<file path="src/design/tlsm_pkg.sv">
// ----------------------------------------------------------------------------
// Two-list sorted merge package
// Shared types, field widths, command and register codes for the merge unit.
// ----------------------------------------------------------------------------
package tlsm_pkg;

  localparam int VALUE_W         = 32;
  localparam int KIND_W          = 2;
  localparam int LIST_DEPTH_DEF  = 16;
  localparam int CMD_QUEUE_DEPTH = 2;

  // Input kind codes as they arrive on the request port.
  localparam logic [KIND_W-1:0] KIND_PUSH_FIRST  = 2'd0;
  localparam logic [KIND_W-1:0] KIND_PUSH_SECOND = 2'd1;
  localparam logic [KIND_W-1:0] KIND_MERGE       = 2'd2;

  // Configuration register indexes.
  localparam logic REG_DESCENDING_ORDER = 1'b0;
  localparam logic REG_SIGNED_COMPARE   = 1'b1;

  typedef struct packed {
    logic [KIND_W-1:0]  kind;
    logic [VALUE_W-1:0] element_value;
  } in_item_t;

  typedef struct packed {
    logic [VALUE_W-1:0] merged_value;
    logic               from_second;
    logic               last_of_run;
    logic               overflow;
  } out_item_t;

  typedef struct packed {
    logic descending_order;
    logic signed_compare;
  } cfg_t;

  // Decoded command held in the queue between front and back.
  typedef enum logic [1:0] {
    OP_PUSH_FIRST,
    OP_PUSH_SECOND,
    OP_MERGE
  } op_t;

  typedef struct packed {
    op_t                op;
    logic [VALUE_W-1:0] value;
  } cmd_t;

endpackage

</file>
<file path="src/design/tlsm_front.sv">
// ----------------------------------------------------------------------------
// Merge unit front end
// Accepts requests, decodes the kind field and queues commands for the back.
// ----------------------------------------------------------------------------
module tlsm_front (
  input  logic              clk,
  input  logic              rst_n,
  input  logic              start,
  output logic              busy,
  input  tlsm_pkg::in_item_t in_item,
  output logic              q_valid,
  output tlsm_pkg::cmd_t    q_head,
  input  logic              q_pop
);

  localparam int QDEPTH = tlsm_pkg::CMD_QUEUE_DEPTH;
  localparam int QPTR_W = (QDEPTH > 1) ? $clog2(QDEPTH) : 1;
  localparam int QCNT_W = $clog2(QDEPTH + 1);
  localparam logic [QCNT_W-1:0] QFULL    = QCNT_W'(QDEPTH);
  localparam logic [QPTR_W-1:0] QPTR_TOP = QPTR_W'(QDEPTH - 1);

  tlsm_pkg::cmd_t    q_mem_r [QDEPTH];
  logic [QPTR_W-1:0] wr_ptr_r, wr_ptr_nxt;
  logic [QPTR_W-1:0] rd_ptr_r, rd_ptr_nxt;
  logic [QCNT_W-1:0] count_r, count_nxt;
  logic              cmd_ok;
  tlsm_pkg::cmd_t    cmd;
  logic              do_push;

  // Unused kind codes are accepted and dropped here.
  always_comb begin
    cmd_ok    = 1'b1;
    cmd.value = in_item.element_value;
    case (in_item.kind)
      tlsm_pkg::KIND_PUSH_FIRST:  cmd.op = tlsm_pkg::OP_PUSH_FIRST;
      tlsm_pkg::KIND_PUSH_SECOND: cmd.op = tlsm_pkg::OP_PUSH_SECOND;
      tlsm_pkg::KIND_MERGE:       cmd.op = tlsm_pkg::OP_MERGE;
      default: begin
        cmd.op = tlsm_pkg::OP_MERGE;
        cmd_ok = 1'b0;
      end
    endcase
  end

  assign busy    = (count_r == QFULL);
  assign do_push = start && !busy && cmd_ok;
  assign q_valid = (count_r != '0);
  assign q_head  = q_mem_r[rd_ptr_r];

  always_comb begin
    wr_ptr_nxt = wr_ptr_r;
    rd_ptr_nxt = rd_ptr_r;
    count_nxt  = count_r;
    if (do_push) begin
      wr_ptr_nxt = (wr_ptr_r == QPTR_TOP) ? '0 : wr_ptr_r + 1'b1;
    end
    if (q_pop) begin
      rd_ptr_nxt = (rd_ptr_r == QPTR_TOP) ? '0 : rd_ptr_r + 1'b1;
    end
    if (do_push && !q_pop) begin
      count_nxt = count_r + 1'b1;
    end else if (!do_push && q_pop) begin
      count_nxt = count_r - 1'b1;
    end
  end

  always_ff @(posedge clk) begin
    if (!rst_n) begin
      wr_ptr_r <= '0;
      rd_ptr_r <= '0;
      count_r  <= '0;
    end else begin
      wr_ptr_r <= wr_ptr_nxt;
      rd_ptr_r <= rd_ptr_nxt;
      count_r  <= count_nxt;
    end
  end

  always_ff @(posedge clk) begin
    if (do_push) begin
      q_mem_r[wr_ptr_r] <= cmd;
    end
  end

  a_no_pop_empty: assert property (@(posedge clk) disable iff (!rst_n)
    q_pop |-> (count_r != '0))
    else $error("command queue popped while empty");

  a_count_bound: assert property (@(posedge clk) disable iff (!rst_n)
    count_r <= QFULL)
    else $error("command queue count beyond depth");

endmodule

</file>
<file path="src/design/tlsm_back.sv">
// ----------------------------------------------------------------------------
// Merge unit back end
// Holds both lists, executes pushes and walks the two lists during a merge.
// ----------------------------------------------------------------------------
module tlsm_back #(
  parameter int LIST_DEPTH = tlsm_pkg::LIST_DEPTH_DEF
) (
  input  logic               clk,
  input  logic               rst_n,
  input  tlsm_pkg::cfg_t     cfg,
  input  logic               q_valid,
  input  tlsm_pkg::cmd_t     q_head,
  output logic               q_pop,
  output logic               out_valid,
  output tlsm_pkg::out_item_t out_item
);

  localparam int VW     = tlsm_pkg::VALUE_W;
  localparam int ADDR_W = (LIST_DEPTH > 1) ? $clog2(LIST_DEPTH) : 1;
  localparam int CNT_W  = $clog2(LIST_DEPTH + 1);
  localparam logic [CNT_W-1:0] DEPTH_C = CNT_W'(LIST_DEPTH);

  typedef enum logic {
    ST_IDLE,
    ST_MERGE
  } state_t;

  state_t              state_r, state_nxt;
  logic [CNT_W-1:0]    cnt1_r, cnt1_nxt;
  logic [CNT_W-1:0]    cnt2_r, cnt2_nxt;
  logic [CNT_W-1:0]    p1_r, p1_nxt;
  logic [CNT_W-1:0]    p2_r, p2_nxt;
  logic                out_valid_r, out_valid_nxt;
  tlsm_pkg::out_item_t out_item_r, out_item_nxt;

  logic [VW-1:0]       mem1 [LIST_DEPTH];
  logic [VW-1:0]       mem2 [LIST_DEPTH];
  logic [VW-1:0]       head1_r, head2_r;
  logic [CNT_W-1:0]    rd1_addr, rd2_addr;
  logic                wr1_en, wr2_en;

  logic [VW-1:0]       key1, key2;
  logic                first_before;
  logic                take_first;
  logic                last;

  // Signed order is unsigned order with the sign bits flipped.
  assign key1 = head1_r ^ {cfg.signed_compare, {(VW-1){1'b0}}};
  assign key2 = head2_r ^ {cfg.signed_compare, {(VW-1){1'b0}}};
  assign first_before = cfg.descending_order ? (key1 > key2) : (key1 < key2);
  assign take_first   = (p1_r < cnt1_r) && ((p2_r >= cnt2_r) || first_before);

  always_comb begin
    state_nxt     = state_r;
    cnt1_nxt      = cnt1_r;
    cnt2_nxt      = cnt2_r;
    p1_nxt        = p1_r;
    p2_nxt        = p2_r;
    out_valid_nxt = 1'b0;
    out_item_nxt  = out_item_r;
    wr1_en        = 1'b0;
    wr2_en        = 1'b0;
    q_pop         = 1'b0;
    last          = 1'b0;
    case (state_r)
      ST_IDLE: begin
        if (q_valid) begin
          q_pop = 1'b1;
          case (q_head.op)
            tlsm_pkg::OP_PUSH_FIRST: begin
              if (cnt1_r >= DEPTH_C) begin
                out_valid_nxt = 1'b1;
                out_item_nxt  = '{merged_value: '0, from_second: 1'b0,
                                  last_of_run: 1'b0, overflow: 1'b1};
              end else begin
                wr1_en   = 1'b1;
                cnt1_nxt = cnt1_r + 1'b1;
              end
            end
            tlsm_pkg::OP_PUSH_SECOND: begin
              if (cnt2_r >= DEPTH_C) begin
                out_valid_nxt = 1'b1;
                out_item_nxt  = '{merged_value: '0, from_second: 1'b1,
                                  last_of_run: 1'b0, overflow: 1'b1};
              end else begin
                wr2_en   = 1'b1;
                cnt2_nxt = cnt2_r + 1'b1;
              end
            end
            tlsm_pkg::OP_MERGE: begin
              p1_nxt = '0;
              p2_nxt = '0;
              if ((cnt1_r != '0) || (cnt2_r != '0)) begin
                state_nxt = ST_MERGE;
              end
            end
            default: begin
            end
          endcase
        end
      end
      ST_MERGE: begin
        out_valid_nxt = 1'b1;
        if (take_first) begin
          p1_nxt = p1_r + 1'b1;
          out_item_nxt.merged_value = head1_r;
          out_item_nxt.from_second  = 1'b0;
        end else begin
          p2_nxt = p2_r + 1'b1;
          out_item_nxt.merged_value = head2_r;
          out_item_nxt.from_second  = 1'b1;
        end
        last = (p1_nxt == cnt1_r) && (p2_nxt == cnt2_r);
        out_item_nxt.last_of_run = last;
        out_item_nxt.overflow    = 1'b0;
        if (last) begin
          cnt1_nxt  = '0;
          cnt2_nxt  = '0;
          state_nxt = ST_IDLE;
        end
      end
      default: begin
        state_nxt = ST_IDLE;
      end
    endcase
  end

  // The read ports look at the next heads so they are ready the following cycle.
  assign rd1_addr = p1_nxt;
  assign rd2_addr = p2_nxt;

  always_ff @(posedge clk) begin
    if (!rst_n) begin
      state_r     <= ST_IDLE;
      cnt1_r      <= '0;
      cnt2_r      <= '0;
      out_valid_r <= 1'b0;
    end else begin
      state_r     <= state_nxt;
      cnt1_r      <= cnt1_nxt;
      cnt2_r      <= cnt2_nxt;
      out_valid_r <= out_valid_nxt;
    end
    p1_r       <= p1_nxt;
    p2_r       <= p2_nxt;
    out_item_r <= out_item_nxt;
  end

  always_ff @(posedge clk) begin
    if (wr1_en) begin
      mem1[cnt1_r[ADDR_W-1:0]] <= q_head.value;
    end
    if (rd1_addr < DEPTH_C) begin
      head1_r <= mem1[rd1_addr[ADDR_W-1:0]];
    end
  end

  always_ff @(posedge clk) begin
    if (wr2_en) begin
      mem2[cnt2_r[ADDR_W-1:0]] <= q_head.value;
    end
    if (rd2_addr < DEPTH_C) begin
      head2_r <= mem2[rd2_addr[ADDR_W-1:0]];
    end
  end

  assign out_valid = out_valid_r;
  assign out_item  = out_item_r;

  a_ptr_bound: assert property (@(posedge clk) disable iff (!rst_n)
    (state_r == ST_MERGE) |-> ((p1_r <= cnt1_r) && (p2_r <= cnt2_r) &&
                               ((p1_r != cnt1_r) || (p2_r != cnt2_r))))
    else $error("merge pointers ran past the list counts");

  a_last_clears: assert property (@(posedge clk) disable iff (!rst_n)
    (out_valid_r && out_item_r.last_of_run) |-> ((cnt1_r == '0) && (cnt2_r == '0)
                                                 && (state_r == ST_IDLE)))
    else $error("lists not emptied after the last merged value");

  a_ovf_not_last: assert property (@(posedge clk) disable iff (!rst_n)
    (out_valid_r && out_item_r.overflow) |-> !out_item_r.last_of_run)
    else $error("overflow result marked as last of run");

endmodule

</file>
<file path="src/design/two_list_sorted_merge_unit.sv">
// ----------------------------------------------------------------------------
// Two-list sorted merge unit
// Loads two ordered lists and emits their two-way merge on a merge request.
// ----------------------------------------------------------------------------
// Order: a taken request is first written into the command queue; the back
// end then pops it and registers any overflow result onto the ports. A merge
// with values pops into the merge state and then emits them one per cycle.
// The two-entry command queue sets when busy rises.
// Reset clears the counts, the queue and the configuration; list contents
// stay undefined until written. The receiver cannot stall the result strobe.
// ----------------------------------------------------------------------------
module two_list_sorted_merge_unit #(
  parameter int LIST_DEPTH = tlsm_pkg::LIST_DEPTH_DEF
) (
  input  logic                clk,
  input  logic                rst_n,
  // Request channel: a request is taken when start is high and busy is low.
  input  logic                start,
  output logic                busy,
  input  tlsm_pkg::in_item_t  in_item,
  // Result channel: each result is valid for exactly one cycle.
  output logic                out_valid,
  output tlsm_pkg::out_item_t out_item,
  // Configuration write port.
  input  logic                cfg_we,
  input  logic                cfg_index,
  input  logic                cfg_wdata
);

  // The configuration registers must be written only while the unit is idle, so the
  // back end may read them directly during a merge; the block does not enforce this.
  tlsm_pkg::cfg_t cfg_r;
  tlsm_pkg::cmd_t q_head;
  logic           q_valid;
  logic           q_pop;

  always_ff @(posedge clk) begin
    if (!rst_n) begin
      cfg_r <= '0;
    end else if (cfg_we) begin
      case (cfg_index)
        tlsm_pkg::REG_DESCENDING_ORDER: cfg_r.descending_order <= cfg_wdata;
        tlsm_pkg::REG_SIGNED_COMPARE:   cfg_r.signed_compare   <= cfg_wdata;
        default: begin
        end
      endcase
    end
  end

  // The front end decodes each request and queues all but the unused kind, so new
  // requests keep flowing in while the back end is still walking a merge, until the two-entry queue fills.
  tlsm_front u_front (
    .clk     (clk),
    .rst_n   (rst_n),
    .start   (start),
    .busy    (busy),
    .in_item (in_item),
    .q_valid (q_valid),
    .q_head  (q_head),
    .q_pop   (q_pop)
  );

  // The back end owns both list memories and the counts. A merge reads one
  // head from each list per cycle and emits the one that orders first; ties
  // go to the second list, and once one list runs dry the other drains in order.
  tlsm_back #(
    .LIST_DEPTH (LIST_DEPTH)
  ) u_back (
    .clk       (clk),
    .rst_n     (rst_n),
    .cfg       (cfg_r),
    .q_valid   (q_valid),
    .q_head    (q_head),
    .q_pop     (q_pop),
    .out_valid (out_valid),
    .out_item  (out_item)
  );

endmodule

</file>
<file path="config.mk">
export PLATFORM = sky130hd
export DESIGN_NAME = two_list_sorted_merge_unit
export DESIGN_NICKNAME = d
export VERILOG_FILES = /design/src/design/tlsm_pkg.sv /design/src/design/tlsm_front.sv /design/src/design/tlsm_back.sv /design/src/design/two_list_sorted_merge_unit.sv
export SDC_FILE = /design/constraint.sdc
export NUM_CORES = 2
export LEC_CHECK = 0
export BUFFER_PORTS_ARGS = -buffer_cell sky130_fd_sc_hd__buf_2
export CAP_MARGIN = 20
export CELL_PAD_IN_SITES_DETAIL_PLACEMENT = 0
export CELL_PAD_IN_SITES_GLOBAL_PLACEMENT = 2
export CORE_MARGIN = 1
export CORE_UTILIZATION = 35
export CTS_BUF_LIST = sky130_fd_sc_hd__clkbuf_16
export DETAILED_ROUTE_END_ITERATION = 8
export HOLD_SLACK_MARGIN = 0.15
export MAX_ROUTING_LAYER = met4
export PLACE_DENSITY = 0.68
export SLEW_MARGIN = 20
export SYNTH_ARGS = -nofsm -noshare
export SYNTH_HDL_FRONTEND = slang
export SYNTH_HIERARCHICAL = 1
export SYNTH_SLANG_ARGS = --single-unit
</file>
<file path="constraint.sdc">
create_clock -name clk -period 6.1 [get_ports clk]
set_input_delay 1.22 -clock clk [delete_from_list [all_inputs] [get_ports clk]]
set_output_delay 1.22 -clock clk [all_outputs]
set_load 0.01 [all_outputs]
</file>
# Yosys cells after proc, flatten, opt, wreduce, memory -nomap -nowiden
# Memories as Yosys holds them, arrays and structs flattened. A register that Yosys moved wholly into a read port is not among the register bits.
# Index checks and enable logic that the tools add are counted.
dict set report classes {
  n_addsub 8
  magnitude_cmp 8
  n_eq_ne 16
  muxes 60
  bitwise_logic 4
  reduce_logical 23
}
# cell count
set ops {}
lappend ops {{case mux 35 bit (2 select lines)} 2}
lappend ops {{two-way mux 35 bit} 3}
lappend ops {{two-way mux 5 bit} 15}
lappend ops {{bitwise XOR 32 bit} 2}
lappend ops {{case mux 5 bit (2 select lines)} 4}
lappend ops {{two-way mux 33 bit} 1}
lappend ops {{greater-than comparator 32 bit} 1}
lappend ops {{less-than comparator 32 bit} 1}
lappend ops {{two-way mux 1 bit} 29}
lappend ops {{adder 5 x 1 -> 5 bit (second input constant)} 4}
lappend ops {{!= test 2 bit (second input constant)} 6}
lappend ops {{AND reduction 4 bit} 3}
lappend ops {{equality test 5 bit} 2}
lappend ops {{>= comparator 5 bit (second input constant)} 2}
lappend ops {{less-than comparator 5 bit (second input constant)} 2}
lappend ops {{nonzero test 5 bit} 2}
lappend ops {{equality test 2 bit (second input constant)} 3}
lappend ops {{logical AND 1 bit} 6}
lappend ops {{!= test 3 x 2 -> 1 bit (second input constant)} 2}
lappend ops {{case mux 1 bit (2 select lines)} 3}
lappend ops {{>= comparator 5 bit} 1}
lappend ops {{less-than comparator 5 bit} 1}
lappend ops {{equality test 2 x 1 -> 1 bit (second input constant)} 2}
lappend ops {{zero test 2 bit} 2}
lappend ops {{other kinds (12)} 20}
dict set report totals {
  ff_bits 63
  ramBits 1092
  out_inout_bits 37
  mem_count 3
}
# memory words word_bits read_ports rd_clocked_by_memory_dff write_ports line_no
set memory_table {}
lappend memory_table {u_back.mem1 16 32 1 1 1 tlsm_back.sv:36} ;# logic [VW-1:0] mem1 [LIST_DEPTH];
lappend memory_table {u_back.mem2 16 32 1 1 1 tlsm_back.sv:37} ;# logic [VW-1:0] mem2 [LIST_DEPTH];
lappend memory_table {u_front.q_mem_r 2 34 1 1 1 tlsm_front.sv:22} ;# tlsm_pkg::cmd_t q_mem_r [QDEPTH];

# Logic depth before layout (Yosys ltp)
dict set report depth {
  word_depth 11
  mapped_depth 16
}

# By module
# Netlist, hierarchy kept.
# mod n_inst cells_each area_per_inst_um2 seq_area_each_um2
set modules_own_cells {}
lappend modules_own_cells {tlsm_back 1 3164 45800.2 34162.8}
lappend modules_own_cells {tlsm_front 1 133 2711.4 2142.1}
lappend modules_own_cells {two_list_sorted_merge_unit 1 9 91.3 40.0}

# Worst setup path after synthesis
# Ideal clock, no wire load.
dict set report synth_timing {
  path_kind {flip-flop to flip-flop}
  startpoint {register u_back.head1_r[11], read port of u_back.mem1}
  endpoint {register u_back.head2_r[0], read port of u_back.mem2 (enable)}
  setup_ns 0.437
  arrival_ns 4.250
  slack_ns 1.413
  stages_incl_launch_ff 12
  n_path_buf 1
  period_less_slack_ns 4.687
  cell_sequence {edfxtp_1 -> ha_1 -> a21oi_1 -> o21ai_1 -> a221oi_1 -> a31oi_2 -> or3_1 -> a31oi_2 -> buf_2 -> nor2_1 -> xor2_1 -> a22oi_1}
}
dict set report synth_via {
  elab_chain_cells 9
}
# element line_no
set synth_rtl {}
lappend synth_rtl {{start, declared} tlsm_back.sv:38} ;# logic [VW-1:0] head1_r, head2_r;
lappend synth_rtl {{bitwise XOR 32 bit (*)} tlsm_back.sv:48} ;# assign key1 = head1_r ^ {cfg.signed_compare, {(VW-1){1'b0}}};
lappend synth_rtl {{less-than comparator 32 bit / greater-than comparator 32 bit (equally long branches)} tlsm_back.sv:50} ;# assign first_before = cfg.descending_order ? (key1 > key2) : (key1 < key2);
lappend synth_rtl {{two-way mux 1 bit (*)} tlsm_back.sv:50}
lappend synth_rtl {{logical OR 1 bit (*)} tlsm_back.sv:51} ;# assign take_first = (p1_r < cnt1_r) && ((p2_r >= cnt2_r) || first_before);
lappend synth_rtl {{logical AND 1 bit (*)} tlsm_back.sv:51}
lappend synth_rtl {{two-way mux 5 bit (*)} tlsm_back.sv:104} ;# if (take_first) begin
lappend synth_rtl {{two-way mux 5 bit (*)} tlsm_back.sv:65} ;# case (state_r)
lappend synth_rtl {{case mux 5 bit (2 select lines) (*)} tlsm_back.sv:65}
lappend synth_rtl {{less-than comparator 5 bit} tlsm_back.sv:162} ;# if (rd2_addr < DEPTH_C) begin
lappend synth_rtl {{end, declared} tlsm_back.sv:38}
# Every way passes the cells marked *; elsewhere a longest branch is shown, timed or not. The select of a mux whose other input is x is not followed.
# A chain may end at the register's enable or synchronous reset.

# Worst setup path in the final report
dict set report layout_timing {
  startpoint {register u_back.head1_r[11], read port of u_back.mem1}
  endpoint {register u_back.head2_r[7], read port of u_back.mem2 (data pin)}
}
# Same word-level chain as after synthesis.

==> metrics.md <==
| Metric | Value |
|---|---|
| CTS tree | built |
| CP max FO | 120 |
| Global route overflow | 0 |
| Share of layout cells above drive strength 1 | approximately an eighth |
| Clk sinks | roughly 1.2k |
| Via Count | 28.32k |
| FFs w/ async S/R, synth | 0% |
| Place WS | ~0.84 ns |
| Worst slew pin tran | between 1 and 1.5 ns |
| Status | finished clean |
| WL/cell | between 20 and 30 um |
| Crit path arrival time | 5.77 ns |
| Port Buffers | between 70 and 80 |
| I/O pins | between 70 and 80 |
| Crit-path max cell delay | 0.77 ns |
| Yosys warns | 6 |
| Final setup fails | 0 |
| # rows | ~140 |
| Register area share after synthesis | 74.78% |
| Final period util | between 80% and 90% |
| Post-cts sizing count | 0 |
| Bufs on Longest Clock Path | 3 |
| Tmin final | 5.317 ns |
| Initial core utilization | a little over a third |
| Post-CTS setup buffers | 0 |
| EDFF count, synth | 1191 |
| Worst Hold Class | reg -> reg |
| Dpl cells | 5067 |
| Top-area cell type share of the netlist area | 73.58% |
| Die width | 374.6 um |
| Vias in the first global route | 27.44k |
| Largest net degree at the start of global routing | 137 |
| Critical Path RT | about 6.6 ns |
| Critical path capture point type | flop |
| Pwr/cell area | 418.9 mW/mm^2 |
| Largest cells by area after synthesis | edfxtp_1 (74%), nand2_1 (4.8%), mux2i_1 (4.7%), nand3_1 (2.8%), a221oi_1 (2.3%) |
| Seq cells post-synth | between 1k and 1.5k |
| Main synth FF type | edfxtp_1 |
| Fin worst setup slack | 0.7828 ns |
| Die footprint | roughly 0.14 mm^2 |
| Initial DRC count | 2500 |
| Most frequent cell after synthesis | edfxtp_1 |
| HPWL Detailed | 74430 um |
| Final Max Tran Viols | 0 |
| Final GP Congestion | 0.8103 |
| Syn_nets | 3397 |
| Cell chain of the critical path | ha_1 -> a21oi_1 -> o21ai_1 -> a221oi_1 -> a31oi_2 -> o21a_2 -> o311ai_2 -> a21oi_1 -> nor2_4 -> buf_12 -> mux2i_1 -> a221oi_1 -> or4_1 |
| Chip Height | 374.6 um |
| Area grow syn2layout | 14.77% |
| Post-synth cell types | 73 |
| Setup slack, reg-to-reg | 0.78 ns |
| Final TNS setup | 0 ns |
| WHS | 0.5049 ns |
| DRC violations left | 0 |
| Final Non-Filler Cells | 5310 |
| Clock Latency Late Sink | approximately 0.76 ns |
| Clock transition at path regs | 0.06 ns |
| Cell family with most CP delay | compound AO/OA/AOI/OAI gates |
| Worst relative slew slack | 26.66% |
| Synth area leader | edfxtp_1 |
| Total wire length | 133100 um |
| Core Area | 0.1377 mm^2 |
| Post-route ant nets | 0 |
| Worst path buffer plus inverter count | 1 |
| Leak | between 15 and 20 nW |
| Crit path launch type | flop |
| Peak VDD IR | 0.3231 mV |
| GR Util All Layers | 19.44% |
| Max cap viols | 0 |
| F_max | 0.1881 GHz |
| Synth Instances | 3306 |
| RSZ-0062 raised after global routing | false |
| Avg Synthesized Cell Area | 14.70 um^2 |
| Pwr Total | 23.37 mW |
| Initial antenna violation count | 5 |
| Layout Skew | 0.02815 ns |
| Number of H-tree levels | 4 |
| Cell Area, Synth | 0.04860 mm^2 |
| TritonCTS Buffers | about 140 |
| Nets | 3502 |
| CTS root buf | clkbuf_16 |
| Post-CTS Hold Fix Bufs | 0 |
| Vias per inst | 5.333 |
| Critical path's slowest cell | a221oi_1 |
| WS Path Type | reg -> reg |
| Final Hold Fails | 0 |
| First-pass GRT wire length | 192800 um |
| Drt pass-1 iters | 5 |
| Commonest cells in the synthesized netlist | edfxtp_1 (1191), nand2_1 (620), nand3_1 (273), mux2i_1 (226), a21oi_1 (177) |
[power by group]
group	internal (mW)	switching, mW
logic	1.56	3.49
clock network	4.39	3.26
registers	10.3	0.346
total	16.3	7.09
[layer usage]
| layer | vias up | global-route usage [%] | part of all wire, % |
|---|---|---|---|
| met2 | 756 | 29.30 | 46 |
| li1 | 12870 | - | - |
| met5 | - | - | 0 |
| met4 | 0 | 5.660 | 2.2 |
| met3 | 177 | 2.953 | 5.3 |
| met1 | 14510 | 27.20 | 47 |
[area by class of cell]
type,instances,area [um^2]
clock buffer,138,3453
inverter,58,230.2
timing repair buffer,169,1261
fill,12540,81880
tap,1794,2245
clock inverter,101,684.4
multi-input combinational,1827,11550
sequential,1220,36350
antenna,3,7.507
[stage by stage]
step / area [um^2] / util (%)
3_5_place_dp: 51620 / 37.49
6_report: 55780 / 40.52
5_1_grt: 55780 / 40.52
3_3_place_gp: 51590 / 37.47
2_1_floorplan: 48600 / -
4_1_cts: 55750 / 40.50
[cell families after synthesis]
family	count (synthesis)	synth area share [%]
DFF	1220	74.78
and+or+nand+nor	1080	9.893
AOI/OAI and AO/OA	421	6.106
muxes	260	5.442
buffers and inverters	259	2.168
adders and majority gates	51	1.313
xor gates and xnor gates	15	0.2986
[worst register-to-register path: cells and delay by family, from the launching register on]
kind                       cells  cell delay (ns)
DFF                            1             0.39
adders and majority gates      1             0.35
muxes                          1             0.47
buffers and inverters          1             0.54
AOI/OAI and AO/OA              8             2.33
and+or+nand+nor                2             0.94
[path summary, 6_finish.rpt]
| kind | startpoint | endpoint | cells past startpoint |
|---|---|---|---|
| worst max register to register | u_back/head1_r[11] | u_back/head2_r[7] | 13 |
| worst max-delay path | u_back/head1_r[11] | u_back/head2_r[7] | 13 |
| worst min-delay path | u_front/count_r[1] | u_front/count_r[1] | 2 |
| worst min register to register | u_front/count_r[1] | u_front/count_r[1] | 2 |
[cells in the final DEF, fill, tap and decap left out, types with 4 or more instances in the layout]
master	instances
mux2i_1	226
a221oi_1	130
and3_1	5
o21ai_0	13
a21oi_1	177
nand4_1	44
nand2b_1	6
xnor2_1	6
nand2_1	620
edfxtp_1	1191
buf_4	79
nor2b_1	6
clkbuf_16	138
clkinv_2	16
buf_12	13
and2_1	9
or3_1	6
o21a_1	8
nor2_1	16
bufinv_16	7
nand3_1	273
mux2_2	34
a311oi_1	4
a22oi_2	4
dfxtp_1	28
nor3_1	8
ha_1	51
inv_1	90
nor2_4	27
clkinv_1	28
inv_6	7
a32oi_1	34
a21o_1	9
xor2_1	8
buf_2	76
or4_1	34
nor3_2	10
[sequential cells by signal, summed over array words and instances (netlist names), 2 cells and up, named ones only]
signal           count
u_back/p2_r          5
u_back/cnt2_r        5
u_back/mem2        512
u_back/p1_r          5
u_front/count_r      2
u_back/mem1        512
u_back/head1_r      32
u_back/head2_r      32
u_back/cnt1_r        5
cfg_r                2
u_back/out_item     35
u_front/q_mem_r     68
Note: power is estimated with default switching activity, not from simulation.
